**src/sv/srfc_pkg.sv**
```systemverilog
// ----------------------------------------------------------------------------
// Sensor reply frame checker package
// Frame layout constants, status codes and shared types.
// ----------------------------------------------------------------------------
package srfc_pkg;

  localparam logic [7:0] FRAME_HEAD = 8'hAA;
  localparam logic [7:0] FRAME_TAIL = 8'hAB;

  localparam int unsigned PAYLOAD_BYTES = 6;
  localparam int unsigned PAYLOAD_W     = 8 * PAYLOAD_BYTES;

  localparam logic [3:0] POS_HEAD      = 4'd0;
  localparam logic [3:0] POS_ID        = 4'd1;
  localparam logic [3:0] POS_PAY_FIRST = 4'd2;
  localparam logic [3:0] POS_PAY_LAST  = 4'd7;
  localparam logic [3:0] POS_SUM       = 4'd8;
  localparam logic [3:0] POS_TAIL      = 4'd9;

  localparam int unsigned PADDR_W   = 3;
  localparam logic        REG_RESP_ID = 1'b0;
  localparam logic [7:0]  RESP_ID_RESET = 8'hC0;

  typedef enum logic [2:0] {
    ST_OK       = 3'd0,
    ST_BAD_HEAD = 3'd1,
    ST_BAD_ID   = 3'd2,
    ST_BAD_SUM  = 3'd3,
    ST_BAD_TAIL = 3'd4
  } status_e;

  typedef struct packed {
    logic                 emit;
    status_e              status;
    logic [PAYLOAD_W-1:0] payload;
  } frame_res_t;

endpackage

```
**src/sv/srfc_frame.sv**
```systemverilog
// ----------------------------------------------------------------------------
// Sensor reply frame checker frame tracker
// Holds the frame position, running sum and payload, checks one byte a step.
// ----------------------------------------------------------------------------
module srfc_frame (
  input  logic               clk_i,
  input  logic               rst_ni,
  input  logic               step_i,
  input  logic [7:0]         byte_i,
  input  logic [7:0]         resp_id_i,
  output srfc_pkg::frame_res_t res_o
);
  import srfc_pkg::*;

  logic [3:0]           pos_q, pos_d, pos_eff;
  logic [7:0]           sum_q, sum_d;
  logic [PAYLOAD_W-1:0] store_q, store_d;
  logic                 restart;

  always_comb begin
    pos_eff = (pos_q > POS_TAIL) ? POS_HEAD : pos_q;
    res_o   = '{emit: 1'b0, status: ST_OK, payload: '0};
    pos_d   = pos_eff + 4'd1;
    sum_d   = sum_q;
    store_d = store_q;
    restart = 1'b0;
    case (pos_eff) inside
      POS_HEAD: begin
        if (byte_i != FRAME_HEAD) begin
          res_o.emit   = 1'b1;
          res_o.status = ST_BAD_HEAD;
          restart      = 1'b1;
        end
      end
      POS_ID: begin
        if (byte_i != resp_id_i) begin
          res_o.emit   = 1'b1;
          res_o.status = ST_BAD_ID;
          restart      = 1'b1;
        end
      end
      [POS_PAY_FIRST:POS_PAY_LAST]: begin
        sum_d = sum_q + byte_i;
        for (int i = 0; i < PAYLOAD_BYTES; i++) begin
          if (pos_eff == POS_PAY_FIRST + 4'(i)) begin
            store_d[i*8 +: 8] = byte_i;
          end
        end
      end
      POS_SUM: begin
        if (byte_i != sum_q) begin
          res_o.emit   = 1'b1;
          res_o.status = ST_BAD_SUM;
          restart      = 1'b1;
        end
      end
      default: begin
        res_o.emit = 1'b1;
        restart    = 1'b1;
        if (byte_i != FRAME_TAIL) begin
          res_o.status = ST_BAD_TAIL;
        end else begin
          res_o.payload = store_q;
        end
      end
    endcase
    if (restart) begin
      pos_d = POS_HEAD;
      sum_d = '0;
    end
  end

  always_ff @(posedge clk_i or negedge rst_ni) begin
    if (!rst_ni) begin
      pos_q <= POS_HEAD;
      sum_q <= '0;
    end else if (step_i) begin
      pos_q <= pos_d;
      sum_q <= sum_d;
    end
  end

  always_ff @(posedge clk_i) begin
    if (step_i) begin
      store_q <= store_d;
    end
  end

endmodule

```
**src/sv/sensor_reply_frame_checker_core.sv**
```systemverilog
// ----------------------------------------------------------------------------
// Sensor reply frame checker core
// Checks ten-byte sensor reply frames received one byte per request.
// ----------------------------------------------------------------------------
// One byte is taken per clock cycle while the input is not stalled. A byte is
// registered on acceptance and checked from the input register against the
// frame position, the running payload sum and the response id register. Its
// result goes into the output register as the byte leaves the input register.
// A result is either ok with six payload bytes or the first failing check
// with zero payload. Bytes that end no check give no result. The input stalls
// only while a byte waits in the input register behind a result that the
// output side is stalling. The response id register (address 0) resets to
// 0xC0 and is meant to be written while no bytes are in flight.
module sensor_reply_frame_checker_core (
  input  logic                           clk_i,
  input  logic                           rst_ni,
  input  logic                           psel,
  input  logic                           penable,
  input  logic                           pwrite,
  input  logic [srfc_pkg::PADDR_W-1:0]   paddr,
  input  logic [31:0]                    pwdata,
  output logic [31:0]                    prdata,
  output logic                           pready,
  input  logic                           rx_valid_i,
  output logic                           rx_stall_o,
  input  logic [7:0]                     rx_byte_i,
  output logic                           res_valid_o,
  input  logic                           res_stall_i,
  output logic [2:0]                     status_o,
  output logic [srfc_pkg::PAYLOAD_W-1:0] payload_o
);
  import srfc_pkg::*;

  logic [7:0]           resp_id_q;
  logic                 in_valid_q;
  logic [7:0]           in_byte_q;
  logic                 out_valid_q;
  logic [2:0]           out_status_q;
  logic [PAYLOAD_W-1:0] out_payload_q;
  logic                 rx_accept;
  logic                 advance;
  frame_res_t           frame_res;

  assign pready = 1'b1;
  assign prdata = (paddr[PADDR_W-1] == REG_RESP_ID) ? {24'd0, resp_id_q} : 32'd0;

  always_ff @(posedge clk_i or negedge rst_ni) begin
    if (!rst_ni) begin
      resp_id_q <= RESP_ID_RESET;
    end else if (psel && penable && pwrite && pready &&
                 paddr[PADDR_W-1] == REG_RESP_ID) begin
      resp_id_q <= pwdata[7:0];
    end
  end

  assign advance    = in_valid_q && (!out_valid_q || !res_stall_i);
  assign rx_stall_o = in_valid_q && !advance;
  assign rx_accept  = rx_valid_i && !rx_stall_o;

  always_ff @(posedge clk_i or negedge rst_ni) begin
    if (!rst_ni) begin
      in_valid_q <= 1'b0;
    end else if (rx_accept) begin
      in_valid_q <= 1'b1;
    end else if (advance) begin
      in_valid_q <= 1'b0;
    end
  end

  always_ff @(posedge clk_i) begin
    if (rx_accept) begin
      in_byte_q <= rx_byte_i;
    end
  end

  srfc_frame u_frame (
    .clk_i     (clk_i),
    .rst_ni    (rst_ni),
    .step_i    (advance),
    .byte_i    (in_byte_q),
    .resp_id_i (resp_id_q),
    .res_o     (frame_res)
  );

  always_ff @(posedge clk_i or negedge rst_ni) begin
    if (!rst_ni) begin
      out_valid_q <= 1'b0;
    end else if (advance) begin
      out_valid_q <= frame_res.emit;
    end else if (!res_stall_i) begin
      out_valid_q <= 1'b0;
    end
  end

  always_ff @(posedge clk_i) begin
    if (advance && frame_res.emit) begin
      out_status_q  <= frame_res.status;
      out_payload_q <= frame_res.payload;
    end
  end

  assign res_valid_o = out_valid_q;
  assign status_o    = out_status_q;
  assign payload_o   = out_payload_q;

endmodule

```
**config.mk**
```make
export PLATFORM = sky130hd
export DESIGN_NAME = sensor_reply_frame_checker_core
export DESIGN_NICKNAME = d
export VERILOG_FILES = /design/src/sv/srfc_pkg.sv /design/src/sv/srfc_frame.sv /design/src/sv/sensor_reply_frame_checker_core.sv
export SDC_FILE = /design/constraint.sdc
export NUM_CORES = 1
export LEC_CHECK = 0
export ABC_AREA = 1
export BUFFER_PORTS_ARGS = -buffer_cell sky130_fd_sc_hd__buf_2
export CAP_MARGIN = 20
export CORE_MARGIN = 10
export CORE_UTILIZATION = 57
export CTS_CLUSTER_DIAMETER = 120
export DETAILED_ROUTE_END_ITERATION = 8
export PLACE_DENSITY = 0.95
export SLEW_MARGIN = 20
export SYNTH_ARGS = -nofsm -noshare
export SYNTH_HDL_FRONTEND = slang
export SYNTH_SLANG_ARGS = --single-unit
```
**constraint.sdc**
```tcl
create_clock -name clk_i -period 10.05 [get_ports clk_i]
set_clock_uncertainty 0.2 [all_clocks]
set_input_delay 1.5075 -clock clk_i [delete_from_list [all_inputs] [get_ports clk_i]]
set_output_delay 1.5075 -clock clk_i [all_outputs]
set_load 0.01 [all_outputs]
```
==> summary.txt, run 1 <==
Run status
  • Status: complete, no violations

Run
  • Max-cap violations: 0

Critical path
  • Startpoint types: input pin
  • WP buf/inv: 2
  • Delay-heaviest family, CP: buffers and inverters
  • WP depth: 4
  • Data required time at the worst endpoint: 8.34 ns
  • Data arrival, critical path: 1.94 ns
  • Worst-path maximum fanout: 3
  • Crit-path most repeated cell: buf_2
  • Critical path type: input pin to output port
  • Critical Path End Type: output port
  • Worst r2r path cells: 11
  • Critical path's largest stage delay: 0.16 ns
  • Critical-path cell list: buf_2, nand2_1, nor2_1, buf_2
  • CP max stage cell: buf_2

Global route
  • Vias in the first global route: 3651
  • Largest net degree at the start of global routing: 52
  • First-pass GRT wire length: 17.87 mm
  • GRT Total Usage: 16.02%
  • GRT overflow: 0
  • Initial antenna violation count: 0

CTS
  • Post-CTS Resized: 0
  • Total CTS buffers: 17
  • Reg clk slew, reported paths: 0.06 ns
  • H-tree depth: 4
  • Clk_lat worst skew: 0.52 ns
  • CTS tree: yes
  • CTS sink cnt: 129
  • Clock root buffer master: clkbuf_8
  • Clock Tree Buf Depth: 2
  • Setup Buffers After CTS: 0
  • # hold bufs at CTS: 0

Synth
  • Synth area leader: edfxtp_1
  • Number of synthesized flops with an enable pin: 107
  • Post-synthesis sequential area ratio: 67.11%
  • Top-count cell post-synth: edfxtp_1
  • Syn_area_per_cell: 11.76 µm²
  • Netlist Area Pre-Place: 5612 µm²
  • Synthesized instance count: 477
  • Ys async rst share: 17.05%
  • Netlist cell types: 37
  • Yosys warns: 0
  • Yosys top cell area share: 57.26%
  • Commonest cells post-synth: edfxtp_1 (107), inv_1 (81), nor2_1 (64)
  • FF+latch count, synth: 129
  • Ranking of synthesized cells by area: edfxtp_1 (57%), dfrtp_1 (8.9%), inv_1 (5.4%)
  • Synth Flop Type: edfxtp_1

Timing
  • Fin. Hold Viols: 0
  • WHS: 0.2963 ns
  • RSZ-0062 raised after global routing: false
  • Final Slew Violations: 0
  • PnR worst setup slack: 6.406 ns
  • Relative slew slack: 45.48%
  • # setup viols final: 0
  • Fmax: 274.4 MHz
  • Final period util: 36.26%
  • Fin crit period: 3.644 ns
  • Post-Route Setup TNS: 0 ns
  • Worst-Margin Slew: 0.8178 ns

Finish
  • Fillers: 658
  • Layout cells sized above 1: 28.13%
  • Nets: 632
  • Cell Count, Final, Fillers Out: 716
  • Diodes inserted: 0
  • Synthesis-to-finish area growth: 18.35%

Worst hold path
  • Cells on Worst Hold Path: 2
  • Hold/Removal Path Class: flop to flop

Placed design
  • Place WS: 6.259 ns
  • Inst Count DP: 684
  • DP Wirelength: 7.889 mm
  • RePlAce Congestion: 0.8738
  • Quantity of I/O buffers inserted on ports: 84

Pwr
  • Leakage: 3.028 nW
  • PwrDens: 232.2 nW/µm²
  • Worst VDD drop: 0.1449 mV

Detailed routing
  • DRT Pass-1 Iters: 4
  • Post-Route WL: 11.42 mm
  • Initial DRC Count: 217
  • Final ANT Viol Nets: 0
  • Drc violations: 0
  • Drt wl/cell: 15.95 µm
  • Routed vias: 3486
  • DR vias/cell: 4.869

Floorplan
  • Core Area: 9684 µm²
  • DIE AREA: 14210 µm²
  • Io pins: 136
  • Core Rows: 36
  • Die Y: 119.2 µm
  • Starting Density: 57.95%
  • Die Wd: 119.2 µm
flip-flops by register name, summed over array words and instances (netlist names):
signal,cells
in_byte_q,8
in_valid_q,1
payload_o,48
res_valid_o,1
resp_id_q,8
status_o,3
u_frame.pos_q,4
u_frame.store_q,48
u_frame.sum_q,8
placed cells by master (no fill, tap or decap), types with 4 or more instances in the layout:
cell,Yosys,final
dfrtp_1,20,20
nand4_1,6,6
conb_1,2,25
o21ai_0,4,4
edfxtp_1,107,107
nand3_1,16,16
a21oi_1,13,13
nand2_1,51,51
inv_6,0,4
clkinv_4,0,5
inv_2,6,6
xnor2_1,10,10
inv_1,81,80
nand2_4,6,6
nor2_1,64,64
buf_2,2,84
ha_1,11,11
nor2_2,21,21
clkbuf_16,0,16
metrics by stage:
| stage | instance area [µm²] | util (%) | power [mW] |
|---|---|---|---|
| global route | 6641 | 68.58 | 1.603 |
| floorplan | 5698 | - | 0.8479 |
| detailed placement | 6038 | 62.35 | 0.9402 |
| CTS | 6635 | 68.51 | 1.551 |
| global placement | 6038 | 62.35 | 0.9282 |
| finish | 6641 | 68.58 | 1.542 |
report_power, final:
group	internal (mW)	total [mW]	leakage, nW	switching (mW)
combinational	0.0714	0.228	1.44	0.156
sequential	0.669	0.699	1.29	0.0298
clock	0.382	0.616	0.294	0.234
kinds of logic (layout without fill, tap and decap cells):
group	after synthesis	in the layout	share of synthesized area (%)
xor gates and xnor gates	11	11	1.717
DFF	129	129	67.11
and+or+nand+nor	178	178	15.30
other	2	25	0.1338
buffers and inverters	122	205	10.41
AOI/OAI and AO/OA	23	23	2.520
adders and majority gates	12	12	2.809
cell type report:
class	instances	area, µm²	share of cell area [%]
tap	133	166.4	2.506
clock inverter	14	178.9	2.694
multi-input combinational	249	1353	20.37
inverter	88	331.6	4.992
clock buffer	18	417.9	6.292
timing repair buffer	85	427.9	6.443
sequential	129	3766	56.71
routing by layer:
layer	GRT usage, %	vias up	share of wire [%]
li1	-	1668	-
met1	17.09	1629	37
met2	27.35	164	52
met3	7.322	25	9.0
met4	5.878	0	1.6
met5	0	-	0
worst min-delay path, cell delays in order, from the launching register on:
cell	delay [ns]
dfstp_2	0.37
inv_1	0.06
a21oi_1	0.06
path summary, 6_finish.rpt:
path	slack [ns]	endpoint	startpoint
worst max-delay path	6.41	rx_stall_o	res_stall_i
worst max register to register	6.65	payload_o[9]	in_byte_q[6]
min in group asynchronous	0.76	res_valid_o	rst_ni
worst min register to register	0.30	resp_id_q[6]	resp_id_q[6]
worst min-delay path	0.30	resp_id_q[6]	resp_id_q[6]
max in group asynchronous	8.52	resp_id_q[7]	rst_ni
No activity file was read; power rests on OpenSTA's default activity.
==> inputs of run 2 (changes only) <==
CORE_UTILIZATION = 53   (was 57)
PLACE_DENSITY = 0.9   (was 0.95)
clock period = 3.7 ns   (was 10.05 ns; I/O delays follow)
==> run 2 against run 1 <==
  * First-iteration DRC count rose by 45%
  * Critical path type is now flop to flop
  * Highest routed layer unchanged
  * Clock power rose to 2.6 times the previous value
  * Design area rose by 1.1%
  * Die area rose by 6.3%
  * Sequential cell count did not move
==> summary.txt, run 2 (synthesis results as in run 1) <==
Pwr
  • Combinational fraction of design power: 15.4% (+0.6 points)
  • Internal power: 3.049 mW (+170%)
  • NetSw: 1.093 mW (+160%)
  • Leakage: 3.050 nW (+0.72%)
  • Worst VDD drop: 0.3127 mV (+120%)
  • Seq pwr share: 45.8% (+0.5 points)
  • Power share of the clock group: 38.8% (-1.1 points)
  • Power, Total: 4.142 mW (+170%)
  • Switching portion of total power: 26.40% (-0.86 points)
  • PwrDens: 617.0 nW/µm² (+170%)

Timing
  • Worst-Margin Slew: 0.6650 ns (-0.1528 ns)
  • Post-Route Setup TNS: 0 ns (unchanged)
  • Relative slew slack: 55.50% (+10 points)
  • Final Slew Violations: 0 (unchanged)
  • # setup viols final: 0 (unchanged)
  • WHS: 0.02905 ns (-0.2672 ns)
  • Final period util: 85.44%
  • Fin crit period: 3.161 ns
  • Fin. Hold Viols: 0 (unchanged)
  • Fmax: 316.3 MHz
  • RSZ-0062 raised after global routing: false
  • PnR worst setup slack: 0.5387 ns (-5.867 ns)

Finish
  • Layout cells sized above 1: 27.58% (-0.55 points)
  • Synthesis-to-finish area growth: 19.62%
  • Nets: 640 (+1.3%)
  • Most frequent cells in the layout: edfxtp_1 (107), buf_2 (84), inv_1 (80), nor2_1 (64), nand2_1 (51)
  • Diodes inserted: 0 (unchanged)
  • Commonest non-fill, non-tap cell in the layout: edfxtp_1
  • Fin area: 6713 µm² (+1.1%)

Detailed routing
  • Post-Route WL: 11.33 mm (-0.80%)
  • DR vias/cell: 4.812 (-1.2%)
  • Final ANT Viol Nets: 0 (unchanged)
  • Drc violations: 0 (unchanged)
  • DRT Pass-1 Iters: 5 (+1)
  • Drt wl/cell: 15.58 µm (-2.3%)
  • Routed vias: 3498 (+0.34%)
  • Initial DRC Count: 315 (+45%)

Critical path
  • FF-to-FF setup slack: 0.54 ns (-6.11 ns)
  • Critical path type: flop to flop
  • Startpoint types: flop
  • Crit path from: u_frame.pos_q[2]
  • R2r startpoint: u_frame.pos_q[2]
  • Data arrival, critical path: 3.09 ns (+1.15 ns)
  • Critical Path End Type: flop
  • Data required time at the worst endpoint: 3.63 ns (-4.71 ns)
  • Worst-path maximum fanout: 14 (+11)
  • Worst r2r path cells: 14 (+3)
  • R2R Path End: u_frame.store_q[40]

CTS
  • Clk_lat worst skew: 0.51 ns (about the same)
  • Clock Tree Buf Depth: 2 (unchanged)
  • # hold bufs at CTS: 4 (+4)
  • CTS tree: yes
  • Total CTS buffers: 17 (unchanged)
  • Post-CTS Resized: 0 (unchanged)
  • H-tree depth: 4 (unchanged)
  • CTS sink cnt: 129 (unchanged)
  • Reg clk slew, reported paths: 0.06 ns (about the same)
  • Clock root buffer master: clkbuf_8
  • Setup Buffers After CTS: 0 (unchanged)

Floorplan
  • Core Area: 10320 µm² (+6.6%)
  • Starting Density: 54.36% (-3.6 points)
  • Io pins: 136 (unchanged)
  • DIE AREA: 15100 µm² (+6.3%)
  • Die Y: 122.9 µm (+3.1%)
  • Die Wd: 122.9 µm (+3.1%)
  • Core Rows: 37 (+2.8%)

Worst hold path
  • Hold/Removal Path Class: input pin to flop
  • Cells on Worst Hold Path: 1 (-1)
  • HP Start: rx_byte_i[5]
  • Worst Hold End: in_byte_q[5]

Global route
  • GRT overflow: 0 (unchanged)
  • Vias in the first global route: 3639 (-0.33%)
  • Largest net degree at the start of global routing: 52 (unchanged)
  • Initial antenna violation count: 0 (unchanged)
  • GRT Total Usage: 15.46% (-0.55 points)
  • First-pass GRT wire length: 17.91 mm (+0.19%)

Run
  • Max-cap violations: 0 (unchanged)

Placed design
  • Place WS: 0.6283 ns (-5.631 ns)
  • RePlAce Congestion: 0.9015 (+3.2%)
  • DP Wirelength: 7.677 mm (-2.7%)
  • Area after DPL: 6070 µm² (+0.52%)
  • Quantity of I/O buffers inserted on ports: 84 (unchanged)

Run status
  • Status: complete, no violations
[run 2: changes by cell type in the layout (fill, tap and decap cells not counted), sizes merged]
cell,before,now
dlygate4sd3,0,6
clkinvlp,0,3
buf,85,87
inv,90,88
clkinv,9,8
[run 2: cell type report]
cell class              count  area, µm²
flip-flops and latches    129       3766
repair buffers             93      515.5
multi-input cells         249       1348
well taps                 136      170.2
fillers                   738       3611
clock buffers              18      417.9
clock inverters            14      165.2
inverters                  88      330.3
[run 2: critical path, stage by stage, from the launching register on]
cell	delay, ns
dfrtp_1	0.44
nor2_4	0.18
nor2_1	0.07
nor2_1	0.21
inv_1	0.13
ha_1	0.21
inv_1	0.14
nor2_4	0.07
nand2_4	0.10
inv_2	0.05
nor2_2	0.09
inv_2	0.06
nor2_4	0.14
nand2_4	0.15
nor2_1	0.56
[run 2: layer usage]
layer / up-vias / global-route usage (%) / part of all wire [%]
met1: 1637 / 16.91 / 38
li1: 1690 / - / -
met3: 17 / 5.789 / 9.4
met2: 154 / 26.44 / 51
met5: - / 0 / 0
met4: 0 / 6.775 / 1.5
[run 2: per-stage QoR]
step	utilization, %	instances
after global placement	58.79	689
after global routing	65.02	727
after floorplan	-	500
after detailed placement	58.79	689
final	65.02	727
after CTS	64.83	725
[run 2: power groups by stage]
stage	logic, mW	registers [mW]	clock network (mW)
4_1_cts	0.648	1.90	1.63
5_1_grt	0.711	1.91	1.70
6_report	0.639	1.90	1.61
3_3_place_gp	0.625	1.91	0
2_1_floorplan	0.314	1.99	0
3_5_place_dp	0.639	1.92	0
[run 2: worst max path at each step]
| stage | cells after the start | end |
|---|---|---|
| finish | 14 | u_frame.store_q[40] |
| global route | 14 | u_frame.store_q[40] |
| CTS | 14 | u_frame.store_q[40] |
| detailed placement | 14 | u_frame.store_q[42] |
| global placement | 14 | u_frame.store_q[44] |
| floorplan | 14 | payload_o[0] |
==> inputs of run 3 (changes only) <==
CORE_ASPECT_RATIO = 0.9   (was not set)
REMOVE_ABC_BUFFERS = 1   (was not set)
==> run 3 against run 2 <==
  * Clock power about the same
  * Combinational power is essentially flat
  * Critical path depth unchanged
  * Sequential cell count unchanged
  * Die area is essentially flat
==> summary.txt, run 3 (synthesis results as in run 1) <==
Detailed routing
  • Final ANT Viol Nets: 0 (unchanged)
  • Initial DRC Count: 302 (-4.1%)
  • Routed vias: 3493 (-0.14%)
  • DR vias/cell: 4.885 (+1.5%)
  • Drt wl/cell: 16.03 µm (+2.9%)
  • DRT Pass-1 Iters: 4 (-1)
  • Post-Route WL: 11.46 mm (+1.2%)
  • Drc violations: 0 (unchanged)

Critical path
  • Critical Path End Type: flop
  • FF-to-FF setup slack: 0.40 ns (-0.14 ns)
  • Delay-heaviest family, CP: simple AND/OR/NAND/NOR gates
  • Critical-path cell list: nor2_4, nor2_1, nor2_1, inv_1, ha_1, inv_1, nor2_4, nand2_4, inv_2, nor2_2, inv_2, nor2_4, nand2_4, nor2_1
  • Data arrival, critical path: 3.14 ns (+0.05 ns)
  • WP buf/inv: 4 (unchanged)
  • Worst-path maximum fanout: 14 (unchanged)
  • Critical path's largest stage delay: 0.60 ns (+0.04 ns)
  • CP max stage cell: nor2_1
  • Startpoint types: flop
  • Data required time at the worst endpoint: 3.54 ns (-0.09 ns)
  • Critical path type: flop to flop

Timing
  • WHS: 0.1131 ns (+0.08403 ns)
  • Fmax: 303.2 MHz (-4.1%)
  • Fin. Hold Viols: 0 (unchanged)
  • Final period util: 89.13% (+3.7 points)
  • RSZ-0062 raised after global routing: false
  • Relative slew slack: 51.72% (-3.8 points)
  • Final Slew Violations: 0 (unchanged)
  • Worst-Margin Slew: 0.7215 ns (+0.05653 ns)
  • Fin crit period: 3.298 ns (+0.1364 ns)
  • # setup viols final: 0 (unchanged)
  • Post-Route Setup TNS: 0 ns (unchanged)

Global route
  • Vias in the first global route: 3779 (+3.8%)
  • GRT Total Usage: 15.53% (+0.061 points)
  • Largest net degree at the start of global routing: 52 (unchanged)
  • Initial antenna violation count: 0 (unchanged)
  • First-pass GRT wire length: 18.66 mm (+4.2%)
  • GRT overflow: 0 (unchanged)

CTS
  • Reg clk slew, reported paths: 0.06 ns (about the same)
  • Clk_lat worst skew: 0.42 ns (-0.09 ns)
  • CTS tree: yes
  • Post-CTS Resized: 0 (unchanged)
  • Setup Buffers After CTS: 0 (unchanged)
  • Clock root buffer master: clkbuf_16
  • Clock Tree Buf Depth: 2 (unchanged)
  • H-tree depth: 4 (unchanged)
  • Total CTS buffers: 17 (unchanged)
  • # hold bufs at CTS: 1 (-3)
  • CTS sink cnt: 129 (unchanged)

Finish
  • Nets: 635 (-0.78%)
  • Layout cells sized above 1: 27.99% (+0.41 points)
  • Diodes inserted: 0 (unchanged)
  • Cell Count, Final, Fillers Out: 715 (-1.7%)
  • Final Util: 64.40% (-0.62 points)
  • Commonest non-fill, non-tap cell in the layout: edfxtp_1
  • Synthesis-to-finish area growth: 18.10%
  • Fin area: 6628 µm² (-1.3%)
  • Most frequent cells in the layout: edfxtp_1 (107), buf_2 (84), inv_1 (80), nor2_1 (64), nand2_1 (51)

Floorplan
  • Die Wd: 128.5 µm (+4.5%)
  • DIE AREA: 15110 µm² (about the same)
  • Starting Density: 54.53% (+0.17 points)
  • Die Y: 117.6 µm (-4.3%)
  • Core Area: 10290 µm² (-0.32%)
  • Core Rows: 35 (-5.4%)
  • Io pins: 136 (unchanged)

Pwr
  • Worst VDD drop: 0.4258 mV (+36%)
  • PwrDens: 619.7 nW/µm² (+0.44%)
  • Leakage: 3.024 nW (-0.85%)

Run status
  • Status: complete, no violations

Placed design
  • DP Wirelength: 7.752 mm (+0.98%)
  • RePlAce Congestion: 0.9331 (+3.5%)
  • Area after DPL: 6061 µm² (-0.14%)
  • Quantity of I/O buffers inserted on ports: 84 (unchanged)
  • Inst Count DP: 682 (-1.0%)

Worst hold path
  • Hold/Removal Path Class: input pin to flop

Run
  • Max-cap violations: 0 (unchanged)
run 3: cell count changes in the layout (fill, tap and decap cells not counted), sizes merged:
cell and delta:
dlygate4sd3 -5, inv +4, bufinv -2, clkbuf -1
clkinvlp -1
run 3: final cells by class:
cell class,instances,area [µm²]
fillers,731,3664
clock buffers,17,425.4
repair buffers,88,465.4
clock inverters,15,131.4
flip-flops and latches,129,3766
inverters,88,330.3
multi-input cells,249,1348
well taps,129,161.4
run 3: path summary, 6_finish.rpt:
path,from,end,cells after the start
max,u_frame.pos_q[2],u_frame.store_q[20],14
min,rx_byte_i[3],in_byte_q[3],1
max reg2reg,u_frame.pos_q[2],u_frame.store_q[20],14
min reg2reg,u_frame.sum_q[6],u_frame.sum_q[6],2
max in group asynchronous,rst_ni,resp_id_q[6],2
min in group asynchronous,rst_ni,u_frame.sum_q[2],2
run 3: per-layer routing:
metal	vias up	share of wire, %	GRT usage [%]
li1	1676	-	-
met1	1644	39	16.83
met2	147	51	26.30
met3	26	8.3	5.718
met4	0	1.9	6.821
met5	-	0	0
run 3: per-stage QoR:
stage                     setup WS (ns)  total power [mW]
final                            0.4022             4.107
after global routing             0.1806             4.278
after CTS                        0.3888             4.142
after detailed placement         0.4646             2.568
after global placement           0.6921             2.538
after floorplan                  0.3579             2.280
run 3: report_power, final:
part | internal, mW | switching [mW]
Sequential | 1.81 | 0.0791
Clock | 0.928 | 0.648
Combinational | 0.212 | 0.430
